**src/hdl/rdbl_pkg.sv**
```systemverilog
// Package for the record database lexer: lexer state codes, context and token
// types, and the character class helpers. No dependencies.
package rdbl_pkg;

  typedef enum logic [3:0] {
    ST_HEADER  = 4'd0,
    ST_TYPE    = 4'd1,
    ST_VALUE   = 4'd2,
    ST_LPAREN  = 4'd3,
    ST_RPAREN  = 4'd4,
    ST_LCURLY  = 4'd5,
    ST_RCURLY  = 4'd6,
    ST_COMMA   = 4'd7,
    ST_QUOTE   = 4'd8,
    ST_NEWLINE = 4'd9,
    ST_AT      = 4'd10,
    ST_POUND   = 4'd11,
    ST_COMMENT = 4'd12,
    ST_START   = 4'd13,
    ST_INVALID = 4'd14
  } lex_st_t;

  localparam logic [2:0] CALC_FULL = 3'd4;
  localparam logic [2:0] CALC_MISS = 3'd5;

  localparam logic [7:0] CH_TAB   = 8'h09;
  localparam logic [7:0] CH_NL    = 8'h0A;
  localparam logic [7:0] CH_CR    = 8'h0D;
  localparam logic [7:0] CH_SPACE = 8'h20;
  localparam logic [7:0] CH_QUOTE = 8'h22;

  // Lexer context that moves between the two lex passes of one word.
  typedef struct packed {
    lex_st_t    lex;
    logic       eq;    // equation mode
    logic       cmt;   // comment mode
    logic [2:0] calc;  // CALC characters matched, CALC_MISS on mismatch
  } lex_ctx_t;

  typedef struct packed {
    logic       vld;
    logic [7:0] ch;
    logic [3:0] cls;
    logic       fin;   // token end
  } tok_t;

  function automatic logic is_alpha(input logic [7:0] c);
    return (c >= "a" && c <= "z") || (c >= "A" && c <= "Z");
  endfunction

  function automatic logic is_digit(input logic [7:0] c);
    return c >= "0" && c <= "9";
  endfunction

  function automatic logic is_alnum(input logic [7:0] c);
    return is_alpha(c) || is_digit(c);
  endfunction

  function automatic logic is_word(input logic [7:0] c);
    return is_alnum(c) || c == "_";
  endfunction

  function automatic logic is_math(input logic [7:0] c);
    return c == "(" || c == ")" || c == "e" || c == "-" || c == "+" || c == "*" ||
           c == "/" || c == "%" || c == "^" || c == ">" || c == "<" || c == "=" ||
           c == "&" || c == "|" || c == "!" || c == "~" || c == "?" || c == ":" ||
           c == "." || c == "," || c == CH_SPACE;
  endfunction

  function automatic logic [7:0] calc_char(input logic [2:0] idx);
    logic [7:0] r;
    case (idx)
      3'd0:    r = "C";
      3'd1:    r = "A";
      3'd2:    r = "L";
      3'd3:    r = "C";
      default: r = 8'h00;
    endcase
    return r;
  endfunction

  function automatic lex_st_t classify_next(input lex_st_t st, input logic [7:0] c);
    lex_st_t r;
    case (c)
      "(":      r = ST_LPAREN;
      ")":      r = ST_RPAREN;
      "{":      r = ST_LCURLY;
      "}":      r = ST_RCURLY;
      ",":      r = ST_COMMA;
      CH_QUOTE: r = ST_QUOTE;
      CH_NL:    r = ST_NEWLINE;
      "@":      r = ST_AT;
      "#":      r = ST_POUND;
      default:  r = (st != ST_VALUE && st != ST_COMMENT) ? ST_INVALID : st;
    endcase
    return r;
  endfunction

  // State after a single-character token.
  function automatic lex_st_t single_next(input lex_st_t st, input logic [7:0] curr,
                                          input logic [7:0] nxt);
    lex_st_t r;
    if (st == ST_POUND) begin
      r = (nxt == CH_NL) ? ST_NEWLINE : ST_COMMENT;
    end else if (st == ST_AT) begin
      r = is_word(nxt) ? ST_VALUE : classify_next(st, nxt);
    end else if (is_alpha(nxt) || nxt == "_") begin
      r = (curr == "(") ? ST_TYPE :
          (curr == "," || curr == CH_QUOTE) ? ST_VALUE : ST_HEADER;
    end else if (is_digit(nxt) || nxt == ".") begin
      r = ST_VALUE;
    end else begin
      r = classify_next(st, nxt);
    end
    return r;
  endfunction

endpackage

```
**src/hdl/rdbl_lex.sv**
```systemverilog
// One lex step: classifies the held character against its lookahead.
// Combinational; depends on rdbl_pkg.
module rdbl_lex #(
  parameter int LINE_BITS = 16
) (
  input  rdbl_pkg::lex_ctx_t   ctx_i,
  input  logic [LINE_BITS-1:0] line_i,
  input  logic [7:0]           curr_i,
  input  logic [7:0]           next_i,
  output rdbl_pkg::lex_ctx_t   ctx_o,
  output logic [LINE_BITS-1:0] line_o,
  output rdbl_pkg::tok_t       tok_o
);
  import rdbl_pkg::*;

  localparam logic [LINE_BITS-1:0] LineMax = {LINE_BITS{1'b1}};

  lex_st_t nl;

  assign nl = classify_next(ctx_i.lex, next_i);

  always_comb begin
    ctx_o     = ctx_i;
    line_o    = line_i;
    tok_o.vld = 1'b0;
    tok_o.ch  = curr_i;
    tok_o.cls = ctx_i.lex;
    tok_o.fin = 1'b0;
    case (ctx_i.lex)
      ST_HEADER: begin
        tok_o.vld = 1'b1;
        if (!is_word(next_i) && next_i != ":" && !ctx_i.cmt) begin
          ctx_o.lex = nl;
          if (nl != ctx_i.lex) begin
            ctx_o.calc = '0;
            tok_o.fin  = 1'b1;
          end
        end
      end
      ST_TYPE: begin
        tok_o.vld = 1'b1;
        if (ctx_i.calc < CALC_FULL && curr_i == calc_char(ctx_i.calc)) begin
          ctx_o.calc = ctx_i.calc + 3'd1;
        end else begin
          ctx_o.calc = CALC_MISS;
        end
        if (!is_word(next_i) && !ctx_i.cmt) begin
          ctx_o.eq  = (ctx_o.calc == CALC_FULL);
          ctx_o.lex = nl;
          if (nl != ctx_i.lex) begin
            ctx_o.calc = '0;
            tok_o.fin  = 1'b1;
          end
        end
      end
      ST_VALUE: begin
        tok_o.vld = 1'b1;
        if (ctx_i.eq) begin
          if (next_i == CH_NL ||
              (!is_alnum(next_i) && next_i != ":" && !is_math(next_i))) begin
            ctx_o.eq  = 1'b0;
            ctx_o.lex = nl;
            if (nl != ctx_i.lex) begin
              ctx_o.calc = '0;
              tok_o.fin  = 1'b1;
            end
          end
        end else if (!is_alnum(next_i) && next_i != "-" && next_i != "_" &&
                     next_i != "." && next_i != "e" && next_i != "E" && !ctx_i.cmt) begin
          ctx_o.lex = nl;
          if (nl != ctx_i.lex) begin
            ctx_o.calc = '0;
            tok_o.fin  = 1'b1;
          end
        end
      end
      ST_LPAREN, ST_RPAREN, ST_LCURLY, ST_RCURLY: begin
        if (!ctx_i.eq) begin
          tok_o.vld = 1'b1;
          tok_o.fin = 1'b1;
          ctx_o.lex = single_next(ctx_i.lex, curr_i, next_i);
        end else begin
          // brackets inside an equation are swallowed
          ctx_o.lex = ST_VALUE;
        end
      end
      ST_COMMA: begin
        tok_o.vld = 1'b1;
        tok_o.fin = 1'b1;
        ctx_o.lex = single_next(ctx_i.lex, curr_i, next_i);
      end
      ST_QUOTE: begin
        tok_o.vld = 1'b1;
        tok_o.fin = 1'b1;
        ctx_o.lex = ctx_i.eq ? ST_VALUE : single_next(ctx_i.lex, curr_i, next_i);
      end
      ST_NEWLINE: begin
        tok_o.vld = 1'b1;
        tok_o.fin = 1'b1;
        ctx_o.eq  = 1'b0;
        ctx_o.cmt = 1'b0;
        ctx_o.lex = single_next(ctx_i.lex, curr_i, next_i);
        if (line_i != LineMax) begin
          line_o = line_i + 1'b1;
        end
      end
      ST_AT: begin
        tok_o.vld = 1'b1;
        tok_o.fin = 1'b1;
        ctx_o.eq  = 1'b1;
        ctx_o.lex = single_next(ctx_i.lex, curr_i, next_i);
      end
      ST_POUND: begin
        tok_o.vld = 1'b1;
        tok_o.fin = 1'b1;
        ctx_o.cmt = 1'b1;
        ctx_o.lex = single_next(ctx_i.lex, curr_i, next_i);
      end
      ST_COMMENT: begin
        tok_o.vld = 1'b1;
        if (next_i == CH_NL) begin
          ctx_o.lex = nl;
          if (nl != ctx_i.lex) begin
            ctx_o.calc = '0;
            tok_o.fin  = 1'b1;
          end
        end
      end
      default: begin
        // start and invalid: nothing is sent
      end
    endcase
  end

endmodule

```
**src/hdl/record_db_lexer.sv**
```systemverilog
// Top level of the record database lexer: byte filter, two chained lex steps
// and a three-word result queue. Depends on rdbl_pkg and rdbl_lex.
// Usage:
//   in_*  : one text byte per word (in_tdata), in_tlast on the final byte.
//   out_* : one token character per word, with its class and token end mark
//           in out_tuser and its line number in out_tdata; out_tlast flags the
//           last character of the stream.
//   Tabs and CRs are dropped, spaces are dropped outside double quotes. The
//   lexer runs one character behind the input (lookahead of one), so a byte
//   normally yields the previous character; the final byte also flushes the
//   held one, giving up to two words for that input word.
// Results are registered in the queue and reach out_* from its head.
// Throughput: one input word per cycle while the receiver keeps up; a byte
//   that yields two words enters the queue together and leaves it one word at
//   a time. Rate is set by the single output port draining a three-entry queue.
// Reset (rst_n low, synchronous): lexer returns to its start state, line count
//   to 1, queue empties. The same per-stream state is restored after the word
//   carrying in_tlast.
// Stall: with out_tready low, results wait in the queue; input is still taken
//   while at least two entries are free (or one frees this cycle).
module record_db_lexer #(
  parameter int LINE_BITS = 16
) (
  input  logic                    clk,
  input  logic                    rst_n,
  input  logic                    in_tvalid,
  output logic                    in_tready,
  input  logic [7:0]              in_tdata,   // [7:0] in_char
  input  logic                    in_tlast,   // in_last
  output logic                    out_tvalid,
  input  logic                    out_tready,
  output logic [((8+LINE_BITS+7)/8)*8-1:0] out_tdata, // out_char, line_no, zero pad
  output logic [4:0]              out_tuser,  // [3:0] token_class, [4] token_end
  output logic                    out_tlast   // stream_end
);
  import rdbl_pkg::*;

  localparam int DataW = ((8 + LINE_BITS + 7) / 8) * 8;
  localparam int PadW  = DataW - 8 - LINE_BITS;
  localparam int QDepth = 3;
  localparam logic [LINE_BITS-1:0] LineOne = {{(LINE_BITS-1){1'b0}}, 1'b1};

  typedef struct packed {
    logic [7:0] ch;
    logic [3:0] cls;
    logic       fin;
    logic       send;
  } q_ent_t;

  localparam lex_ctx_t CtxReset = '{lex: ST_START, eq: 1'b0, cmt: 1'b0, calc: 3'd0};

  // stream state
  lex_ctx_t             ctx_r, ctx_nxt;
  logic [LINE_BITS-1:0] line_r, line_nxt;
  logic                 iq_r, iq_nxt;        // inside quotes
  logic                 hv_r, hv_nxt;        // held char valid
  logic [7:0]           held_r, held_nxt;

  // result queue, head at entry 0
  q_ent_t               q_r [QDepth];
  q_ent_t               q_nxt [QDepth];
  logic [LINE_BITS-1:0] ql_r [QDepth];
  logic [LINE_BITS-1:0] ql_nxt [QDepth];
  logic [1:0]           cnt_r, cnt_nxt;

  logic push, pop, keep, last;
  logic [7:0] c;

  // lex pass A: held char against the incoming byte
  lex_ctx_t             ctx_a;
  logic [LINE_BITS-1:0] line_a;
  tok_t                 tok_a;
  // lex pass B: flush at end of stream against a trailing space
  lex_ctx_t             ctx1, ctx_b;
  logic [LINE_BITS-1:0] line1, line_b;
  tok_t                 tok_b;
  logic                 hv1;
  logic [7:0]           held1;
  logic                 use_a, use_b, va, vb;

  assign c    = in_tdata;
  assign last = in_tlast;
  assign pop  = out_tvalid && out_tready;
  assign in_tready = (cnt_r <= 2'd1) || (cnt_r == 2'd2 && out_tready);
  assign push = in_tvalid && in_tready;

  // byte filter and quote toggle
  always_comb begin
    keep   = 1'b1;
    iq_nxt = iq_r;
    if (c == CH_TAB || c == CH_CR) begin
      keep = 1'b0;
    end else if (c == CH_QUOTE) begin
      iq_nxt = !iq_r;
    end else if (c == CH_SPACE && !iq_r) begin
      keep = 1'b0;
    end
  end

  assign use_a = keep && hv_r;

  rdbl_lex #(.LINE_BITS(LINE_BITS)) u_lex_a (
    .ctx_i  (ctx_r),
    .line_i (line_r),
    .curr_i (held_r),
    .next_i (c),
    .ctx_o  (ctx_a),
    .line_o (line_a),
    .tok_o  (tok_a)
  );

  always_comb begin
    ctx1  = ctx_r;
    line1 = line_r;
    if (use_a) begin
      ctx1  = ctx_a;
      line1 = line_a;
    end else if (keep) begin
      // first kept char of a stream picks the opening state
      ctx1.lex = is_word(c) ? ST_HEADER : classify_next(ST_START, c);
    end
  end

  assign hv1   = hv_r || keep;
  assign held1 = keep ? c : held_r;
  assign use_b = last && hv1;

  rdbl_lex #(.LINE_BITS(LINE_BITS)) u_lex_b (
    .ctx_i  (ctx1),
    .line_i (line1),
    .curr_i (held1),
    .next_i (CH_SPACE),
    .ctx_o  (ctx_b),
    .line_o (line_b),
    .tok_o  (tok_b)
  );

  assign va = use_a && tok_a.vld;
  assign vb = use_b && tok_b.vld;

  // next stream state
  always_comb begin
    held_nxt = held1;
    if (last) begin
      ctx_nxt  = CtxReset;
      line_nxt = LineOne;
      hv_nxt   = 1'b0;
    end else begin
      ctx_nxt  = ctx1;
      line_nxt = line1;
      hv_nxt   = hv1;
    end
  end

  // queue update: pop first, then append up to two results
  always_comb begin
    logic [1:0] wr;
    wr = cnt_r;
    for (int i = 0; i < QDepth; i++) begin
      q_nxt[i]  = q_r[i];
      ql_nxt[i] = ql_r[i];
    end
    if (pop) begin
      for (int i = 0; i < QDepth - 1; i++) begin
        q_nxt[i]  = q_r[i+1];
        ql_nxt[i] = ql_r[i+1];
      end
      wr = cnt_r - 2'd1;
    end
    if (push && va) begin
      if (wr < 2'(QDepth)) begin
        q_nxt[wr[1:0]]  = '{ch: tok_a.ch, cls: tok_a.cls, fin: tok_a.fin,
                           send: last && !vb};
        ql_nxt[wr[1:0]] = line_r;
      end
      wr = wr + 2'd1;
    end
    if (push && vb) begin
      if (wr < 2'(QDepth)) begin
        q_nxt[wr[1:0]]  = '{ch: tok_b.ch, cls: tok_b.cls, fin: tok_b.fin, send: 1'b1};
        ql_nxt[wr[1:0]] = line1;
      end
      wr = wr + 2'd1;
    end
    cnt_nxt = wr;
  end

  always_ff @(posedge clk) begin
    if (!rst_n) begin
      ctx_r  <= CtxReset;
      line_r <= LineOne;
      iq_r   <= 1'b0;
      hv_r   <= 1'b0;
      cnt_r  <= 2'd0;
    end else begin
      cnt_r <= cnt_nxt;
      if (push) begin
        ctx_r  <= ctx_nxt;
        line_r <= line_nxt;
        iq_r   <= last ? 1'b0 : iq_nxt;
        hv_r   <= hv_nxt;
      end
    end
  end

  always_ff @(posedge clk) begin
    if (push) begin
      held_r <= held_nxt;
    end
    for (int i = 0; i < QDepth; i++) begin
      q_r[i]  <= q_nxt[i];
      ql_r[i] <= ql_nxt[i];
    end
  end

  assign out_tvalid = (cnt_r != 2'd0);
  assign out_tdata  = {{PadW{1'b0}}, ql_r[0], q_r[0].ch};
  assign out_tuser  = {q_r[0].fin, q_r[0].cls};
  assign out_tlast  = q_r[0].send;

endmodule
```
**config.mk**
```make
export PLATFORM = sky130hd
export DESIGN_NAME = record_db_lexer
export DESIGN_NICKNAME = d
export VERILOG_FILES = /design/src/hdl/rdbl_pkg.sv /design/src/hdl/rdbl_lex.sv /design/src/hdl/record_db_lexer.sv
export SDC_FILE = /design/constraint.sdc
export NUM_CORES = 1
export LEC_CHECK = 0
export BUFFER_PORTS_ARGS = -buffer_cell sky130_fd_sc_hd__buf_2
export CORE_UTILIZATION = 64
export CTS_CLUSTER_DIAMETER = 150
export DETAILED_ROUTE_END_ITERATION = 10
export GPL_ROUTABILITY_DRIVEN = 0
export PLACE_DENSITY_LB_ADDON = 0.05
export SYNTH_ARGS = -nofsm -noshare
export SYNTH_HDL_FRONTEND = slang
export SYNTH_HIERARCHICAL = 1
export SYNTH_SLANG_ARGS = --single-unit
```
**constraint.sdc**
```tcl
create_clock -name clk -period 6.05 [get_ports clk]
set_input_delay 0.605 -clock clk [delete_from_list [all_inputs] [get_ports clk]]
set_output_delay 0.605 -clock clk [all_outputs]
set_load 0.005 [all_outputs]
```
==> results of run 1 <==
==> sequential cells by signal, summed over array words and instances (netlist names) <==
register  count
held_r        8
hv_r          1
line_r       16
iq_r          1
ctx_r         9
ql_r         48
q_r          42
cnt_r         2
==> stage by stage <==
stage	utilization	hold WS (ns)	total power, mW
2_1_floorplan	-	0.447	2.46
3_3_place_gp	0.653	0.468	2.63
3_5_place_dp	0.653	0.477	2.67
4_1_cts	0.697	0.491	3.80
5_1_grt	0.697	0.513	4.01
6_report	0.697	0.491	3.81
==> per-layer routing <==
layer,vias up,GRT usage
met5,-,0
met4,0,0.114
met3,50,0.0434
met2,359,0.486
met1,4017,0.454
li1,4114,-
==> power groups by stage <==
stage          Clock, mW  Combinational [mW]  Sequential (mW)
2_1_floorplan          0                1.24             1.22
4_1_cts             1.12                1.42             1.26
3_3_place_gp           0                1.36             1.27
5_1_grt             1.16                1.57             1.29
3_5_place_dp           0                1.40             1.27
6_report            1.11                1.44             1.26
==> cells in the final DEF (no fill, tap or decap), types with 23 or more instances in the layout <==
cell type,count
inv_1,29
buf_2,44
a211oi_1,32
a22o_1,23
nor2b_1,39
nor3_1,25
nor2_1,68
nand3_1,63
dfxtp_1,119
nand2_1,96
o221a_2,27
mux2i_1,40
a21oi_1,32
o21ai_0,26
o31ai_1,29
mux2_2,67
conb_1,31
==> final timing paths <==
kind,startpoint,end,slack [ns],cells past startpoint
worst max-delay path,in_tdata[6],ql_r[0][3],0.48,19
worst min-delay path,q_r[0][28],q_r[0][28],0.49,2
worst max register to register,ctx_r[7],ql_r[0][3],0.81,19
worst min register to register,q_r[0][28],q_r[0][28],0.49,2
==> layout make-up <==
class	instances	area, sq um	share of cell area
flip-flops and latches	127	2620	0.258
well taps	184	230	0.0226
clock buffers	19	464	0.0456
clock inverters	12	181	0.0178
multi-input cells	873	6200	0.609
inverters	31	116	0.0114
repair buffers	63	363	0.0357
==> critical path: cells and delay by family <==
family / cells / cell delay, ns
AO/OA/AOI/OAI: 8 / 2.46
AND/OR/NAND/NOR: 8 / 1.64
buffers and inverters: 2 / 0.34
multiplexers: 1 / 0.86
==> results.sh, run 1 <==
export IMPL_outcome="complete, no violations"
export IMPL_area_growth_pct=5.68
export IMPL_drv_max_cap_violation_count=0
export IMPL_crit_top_cell="a21oi_1"
export IMPL_pre_cts_slack_ns=0.266
export IMPL_slowest_delay_ns=0.86
export IMPL_worst_ep_required_time_ns=6.41
export IMPL_power_share_switching=0.340
export IMPL_rsz0062_at_grt="no"
export IMPL_skew_ns=0.0131
export IMPL_fin_crit_sh=0.921
export IMPL_drv_slew=0
export IMPL_wl_met1_um=11600
export IMPL_vias=8540
export IMPL_io_pins=45
export IMPL_start_kind="input pin"
export IMPL_die_h_um=125
export IMPL_wl_met3_um=1700
export IMPL_fmax_ghz=0.180
export IMPL_ctsResizeCount=0
export IMPL_yosys_warnings=6
export IMPL_wl_per_cell_um=19.0
export IMPL_p_per_area_mw_per_mm2=375
export IMPL_cts_path_max_buffers=2
export IMPL_start_util=0.660
export IMPL_nets=1143
export IMPL_grt_pass1_vias=7752
export IMPL_fillers=1187
export IMPL_setup_tns_ns=0
export IMPL_criticalPathCategory="in -> reg"
export IMPL_avgViaCountPerCell=6.52
export IMPL_cts_sinks=127
export IMPL_grt_pass1_wl_um=40400
export IMPL_die_w_um=125
export IMPL_arrival_ns=5.93
export IMPL_drt_iter0_drc=943
export IMPL_worst_pin_slew_ns=1.09
export IMPL_relSlewSlack=0.263
export IMPL_io_buffers=44
export IMPL_row_count=44
export IMPL_dr_pass1_iters=6
export IMPL_syn_cell_area_sq_mm=0.00963
export IMPL_wl_met2_um=11100
export IMPL_syn_avg_cell_area_sq_um=8.36
export IMPL_clkTransAtPathRegs_ns=0.06
export IMPL_drc_errors=0
export IMPL_hold_violations=0
export IMPL_dr_max_layer_used="met4"
export IMPL_core_area_sq_mm=0.0146
export IMPL_intPower_mw=2.52
export IMPL_wl_um=24800
export IMPL_path_max_fanout=24
export IMPL_cts_setup_buffers=0
export IMPL_ctsHtreeMaxLevel=4
export IMPL_place_area_sq_mm=0.00953
export IMPL_gr_total_overflow=0
export IMPL_grt_max_degree=87
export IMPL_cts_buffers=17
export IMPL_leakage_nw=4.08
export IMPL_dp_hpwl_um=16300
export IMPL_grt_use_total=0.318
export IMPL_final_setup_viol_count=0
export IMPL_drive_above_1_share=0.194
export IMPL_die_area_sq_mm=0.0155
export IMPL_crit_chain="buf_2, or3_1, nor2_1, nand3_1, and4b_1, a21oi_1, o21ai_0, nand4_1, nand2_1, o31a_1, a21oi_1, a31oi_1, a22oi_1, inv_1, nor3b_1, and3_1, o21ai_4, mux2i_2, o221a_2"
export IMPL_cts_tree="done"
export IMPL_synth_cells=1152
export IMPL_clkPwrFrac=0.292
export IMPL_period_minus_slack_ns=5.57
export IMPL_insertion_delay_ns=0.42
export IMPL_root_buffer="clkbuf_16"
export IMPL_pwr_share_comb=0.377
export IMPL_pwr_share_seq=0.331
export IMPL_final_cell_area_sq_mm=0.0102
export IMPL_antenna_left=0
export IMPL_p_sw_mw=1.30
export IMPL_slowest_stage="mux2i_2"
export IMPL_antenna_found_initial=0
export IMPL_max_vdd_ir_drop_mv=0.236
export IMPL_fin_ws_ns=0.481
export IMPL_hold_path_class="reg -> reg"
export IMPL_postCtsHoldBufs=0
export IMPL_place_inst=1278
export IMPL_n_antenna_cell=0
export IMPL_final_cells=1309
export IMPL_end_kind="flop"
Note: power is estimated with default switching activity, not from simulation.
==> inputs of run 2 (changes only) <==
ABC_AREA = 1   (was unset)
CORE_UTILIZATION = 65   (was 64)
CTS_BUF_LIST = sky130_fd_sc_hd__clkbuf_8   (was unset)
REMOVE_ABC_BUFFERS = 1   (was unset)
==> results.sh, run 2 <==
export IMPL_outcome="complete, no violations"
export IMPL_start_util=0.671
export IMPL_die_h_um=128
export IMPL_row_count=45
export IMPL_nets=1658
export IMPL_final_cells=1852
export IMPL_start_kind="flop"
export IMPL_drv_slew=0
export IMPL_holdPathStages=3
export IMPL_setup_tns_ns=0
export IMPL_avgViaCountPerCell=5.33
export IMPL_insertion_delay_ns=0.45
export IMPL_n_antenna_cell=0
export IMPL_path_max_fanout=31
export IMPL_postCtsHoldBufs=0
export IMPL_io_pins=45
export IMPL_wl_um=24900
export IMPL_ctsResizeCount=0
export IMPL_yosys_warnings=6
export IMPL_hold_path_class="in -> reg"
export IMPL_fin_crit_sh=0.822
export IMPL_worst_ep_required_time_ns=6.43
export IMPL_slowest_delay_ns=0.65
export IMPL_antenna_left=0
export IMPL_clkTransAtPathRegs_ns=0.08
export IMPL_final_setup_viol_count=0
export IMPL_area_growth_pct=2.98
export IMPL_largest_reg_flops=48
export IMPL_core_area_sq_mm=0.0153
export IMPL_grt_pass1_wl_um=42200
export IMPL_fin_util=0.691
export IMPL_power_total_mw=4.23
export IMPL_skew_ns=0.0129
export IMPL_place_inst=1820
export IMPL_grt_pass1_vias=8874
export IMPL_end_kind="flop"
export IMPL_r2r_start="ctx_r[6]"
export IMPL_min_from="rst_n"
export IMPL_vias=9879
export IMPL_wl_per_cell_um=13.4
export IMPL_syn_avg_cell_area_sq_um=6.26
export IMPL_rr_worst_depth=28
export IMPL_cts_buffers=17
export IMPL_cts_setup_buffers=0
export IMPL_drt_iter0_drc=840
export IMPL_reg2reg_slack_ns=1.08
export IMPL_top_register="ql_r"
export IMPL_cts_tree="done"
export IMPL_pre_cts_slack_ns=1.09
export IMPL_syn_cell_area_sq_mm=0.0103
export IMPL_fin_ws_ns=1.08
export IMPL_dr_pass1_iters=6
export IMPL_arrival_ns=5.35
export IMPL_criticalPathCategory="reg -> reg"
export IMPL_reg2reg_to="q_r[0][32]"
export IMPL_antenna_found_initial=0
export IMPL_worst_pin_slew_ns=1.05
export IMPL_dp_hpwl_um=16800
export IMPL_io_buffers=44
export IMPL_slowest_stage="inv_2"
export IMPL_critical_path_top_delay_family="simple AND/OR/NAND/NOR gates"
export IMPL_drv_max_cap_violation_count=0
export IMPL_grt_use_total=0.319
export IMPL_relSlewSlack=0.301
export IMPL_ctsHtreeMaxLevel=4
export IMPL_drc_errors=0
export IMPL_max_vdd_ir_drop_mv=0.487
export IMPL_largest_registers="ql_r (48), q_r (42), line_r (16)"
export IMPL_crit_top_cell="nor2_1"
export IMPL_grt_max_degree=76
export IMPL_hold_violations=0
export IMPL_layout_commonest_cell="nand2_1"
export IMPL_fmax_ghz=0.201
export IMPL_path_buf_inv=6
export IMPL_root_buffer="clkbuf_8"
export IMPL_hold_end="cnt_r[0]"
export IMPL_p_per_area_mw_per_mm2=400
export IMPL_drive_above_1_share=0.157
export IMPL_rsz0062_at_grt="no"
export IMPL_most_common_layout_cells="nand2_1, nor2_1, inv_1, dfxtp_1, a21oi_1"
export IMPL_cts_path_max_buffers=2
export IMPL_period_minus_slack_ns=4.97
export IMPL_leakage_nw=5.48
export IMPL_gr_total_overflow=0
export IMPL_synth_cells=1640
export IMPL_die_w_um=128
export IMPL_die_area_sq_mm=0.0163
export IMPL_cts_sinks=127
==> run 2: worst max path at each step <==
| stage | startpoint | to | slack [ns] | depth (start not counted) |
|---|---|---|---|---|
| floorplan | cnt_r[1] | q_r[0][13] | 1.01 | 12 |
| global placement | in_tdata[4] | ql_r[0][38] | 1.14 | 32 |
| detailed placement | in_tdata[4] | q_r[0][38] | 1.09 | 32 |
| CTS | ctx_r[6] | ql_r[0][34] | 1.24 | 25 |
| global route | ctx_r[8] | q_r[0][40] | 0.60 | 29 |
| finish | ctx_r[6] | q_r[0][32] | 1.08 | 28 |
==> run 2: routing by layer <==
layer / GRT usage / share of wire
met5: 0 / 0
met4: 0.0990 / 0.022
met3: 0.0484 / 0.063
met2: 0.528 / 0.46
met1: 0.426 / 0.46
==> run 2: metrics by stage <==
stage	hold slack, ns	cell area (sq um)
3_3_place_gp	0.472	10200
6_report	0.420	10600
3_5_place_dp	0.477	10200
5_1_grt	0.416	10600
2_1_floorplan	0.447	9610
4_1_cts	0.406	10600
==> run 2: power breakdown <==
| group | switching (mW) | total, mW | internal (mW) |
|---|---|---|---|
| registers | 0.176 | 1.37 | 1.20 |
| clock network | 0.384 | 0.781 | 0.397 |
| logic | 1.26 | 2.08 | 0.815 |
==> run 2: final cells by class <==
type	count	area, sq um
multi-input cells	1249	6320
clock inverters	13	153
clock buffers	19	262
flip-flops and latches	127	2620
repair buffers	51	273
well taps	211	264
inverters	182	683
fillers	1432	4730
==> run 2: worst min-delay path: stages <==
cell and delay [ns]:
buf_2 0.12, nand2_1 0.06, a21oi_1 0.04
==> inputs of run 3 (changes only) <==
ABC_AREA = 0   (was 1)
CORE_UTILIZATION = 59   (was 65)
clock period = 4.56 ns   (was 6.05 ns; I/O delays follow)
==> results.sh, run 3 (synthesized netlist as in run 1, its figures left out) <==
export IMPL_top_register="ql_r"
export IMPL_die_area_sq_mm=0.0168
export IMPL_end_kind="flop"
export IMPL_largest_registers="ql_r (48), q_r (42), line_r (16)"
export IMPL_holdPathStages=2
export IMPL_cts_buffers=17
export IMPL_clkTransAtPathRegs_ns=0.08
export IMPL_fin_ws_ns=0.330
export IMPL_p_per_area_mw_per_mm2=441
export IMPL_largest_reg_flops=48
export IMPL_worst_pin_slew_ns=1.12
export IMPL_start_kind="input pin"
export IMPL_rr_worst_depth=19
export IMPL_max_vdd_ir_drop_mv=0.405
export IMPL_pwr_share_comb=0.434
export IMPL_ctsHtreeMaxLevel=4
export IMPL_row_count=46
export IMPL_cts_path_max_buffers=2
export IMPL_dp_hpwl_um=17400
export IMPL_crit_chain="buf_2, or3_1, or4b_4, a311oi_4, buf_4, buf_4, inv_2, o21ai_0, nand4_1, nand2_1, o31a_1, a21oi_1, a22oi_1, inv_1, nor3b_1, and3_1, a21boi_2, nand2_1, buf_12, o221a_2"
export IMPL_rsz0062_at_grt="no"
export IMPL_nets=1214
export IMPL_outcome="complete, no violations"
export IMPL_drt_iter0_drc=835
export IMPL_path_max_fanout=16
export IMPL_period_minus_slack_ns=4.23
export IMPL_cts_sinks=127
export IMPL_grt_max_degree=87
export IMPL_core_area_sq_mm=0.0159
export IMPL_layout_commonest_cell="dfxtp_1"
export IMPL_slowest_delay_ns=0.55
export IMPL_intPower_mw=2.99
export IMPL_fin_crit_sh=0.928
export IMPL_insertion_delay_ns=0.44
export IMPL_power_share_switching=0.360
export IMPL_arrival_ns=4.55
export IMPL_criticalPathCategory="in -> reg"
export IMPL_drc_errors=0
export IMPL_grt_pass1_vias=7980
export IMPL_gr_total_overflow=0
export IMPL_pre_cts_slack_ns=-0.316
export IMPL_avgViaCountPerCell=6.29
export IMPL_root_buffer="clkbuf_8"
export IMPL_die_w_um=130
export IMPL_drive_above_1_share=0.244
export IMPL_start_util=0.606
export IMPL_drv_max_cap_violation_count=0
export IMPL_antenna_found_initial=0
export IMPL_worst_ep_required_time_ns=4.89
export IMPL_clkPwrFrac=0.210
export IMPL_wl_um=25800
export IMPL_final_setup_viol_count=0
export IMPL_wl_per_cell_um=18.3
export IMPL_io_pins=45
export IMPL_grt_use_total=0.311
export IMPL_fmax_ghz=0.236
export IMPL_relSlewSlack=0.252
export IMPL_p_sw_mw=1.68
export IMPL_vias=8881
export IMPL_n_antenna_cell=0
export IMPL_most_common_layout_cells="dfxtp_1, nand2_1, buf_4, nor2_1, mux2_2"
export IMPL_leakage_nw=4.34
export IMPL_fin_util=0.666
export IMPL_hold_violations=0
export IMPL_area_growth_pct=9.96
export IMPL_skew_ns=0.0123
export IMPL_slowest_stage="or4b_4"
export IMPL_die_h_um=130
export IMPL_hold_path_class="in -> reg"
export IMPL_cts_tree="done"
export IMPL_dr_pass1_iters=6
export IMPL_io_buffers=44
export IMPL_pwr_share_seq=0.355
export IMPL_postCtsHoldBufs=0
export IMPL_grt_pass1_wl_um=41300
export IMPL_drv_slew=0
export IMPL_antenna_left=0
## run 3: metrics by stage
step	instances	setup TNS, ns	hold WS, ns	power (mW)	area, sq um
after floorplan	1031	-316.61	0.448	3.04	8920
after global placement	1379	-6.96	0.464	3.59	10100
after detailed placement	1379	-9.75	0.467	3.63	10100
after CTS	1411	0	0.319	4.63	10500
after global routing	1413	0	0.328	4.97	10600
final	1413	0	0.339	4.67	10600
## run 3: power groups by stage
stage / registers [mW] / logic (mW) / clock network, mW
after floorplan: 1.65 / 1.39 / 0
after global placement: 1.67 / 1.92 / 0
after detailed placement: 1.67 / 1.96 / 0
after CTS: 1.66 / 1.98 / 0.991
after global routing: 1.70 / 2.23 / 1.04
final: 1.66 / 2.03 / 0.983
## run 3: path summary, 6_finish.rpt
check	startpoint	endpoint	slack, ns
max	in_tdata[6]	ql_r[0][19]	0.33
min	rst_n	iq_r	0.34
max reg2reg	ctx_r[6]	ql_r[0][19]	0.36
min reg2reg	q_r[0][28]	q_r[0][28]	0.49
## run 3: timing repair
item	4_1_cts	5_1_grt
setup endpoints to repair	31	48
gates resized for setup	2	2
buffers inserted	0	2
cloned	0	0
## run 3: cell type report
class,count,area (sq um)
sequential,127,2620
tap,216,270
fill,1373,5300
clock buffer,19,262
inverter,31,116
clock inverter,13,138
multi-input combinational,873,6220
timing repair buffer,134,958
## run 3: layer usage
metal | GRT usage | up-vias | wire length (um)
met5 | 0 | - | 0
met4 | 0.0971 | 0 | 478
met3 | 0.0496 | 40 | 1820
met2 | 0.490 | 377 | 11600
met1 | 0.435 | 4217 | 11900
li1 | - | 4247 | -
## run 3: critical path, delay by kind of cell
family | cells | cell delay (ns)
buffers and inverters | 6 | 0.74
AOI/OAI and AO/OA | 7 | 1.61
and+or+nand+nor | 7 | 1.73
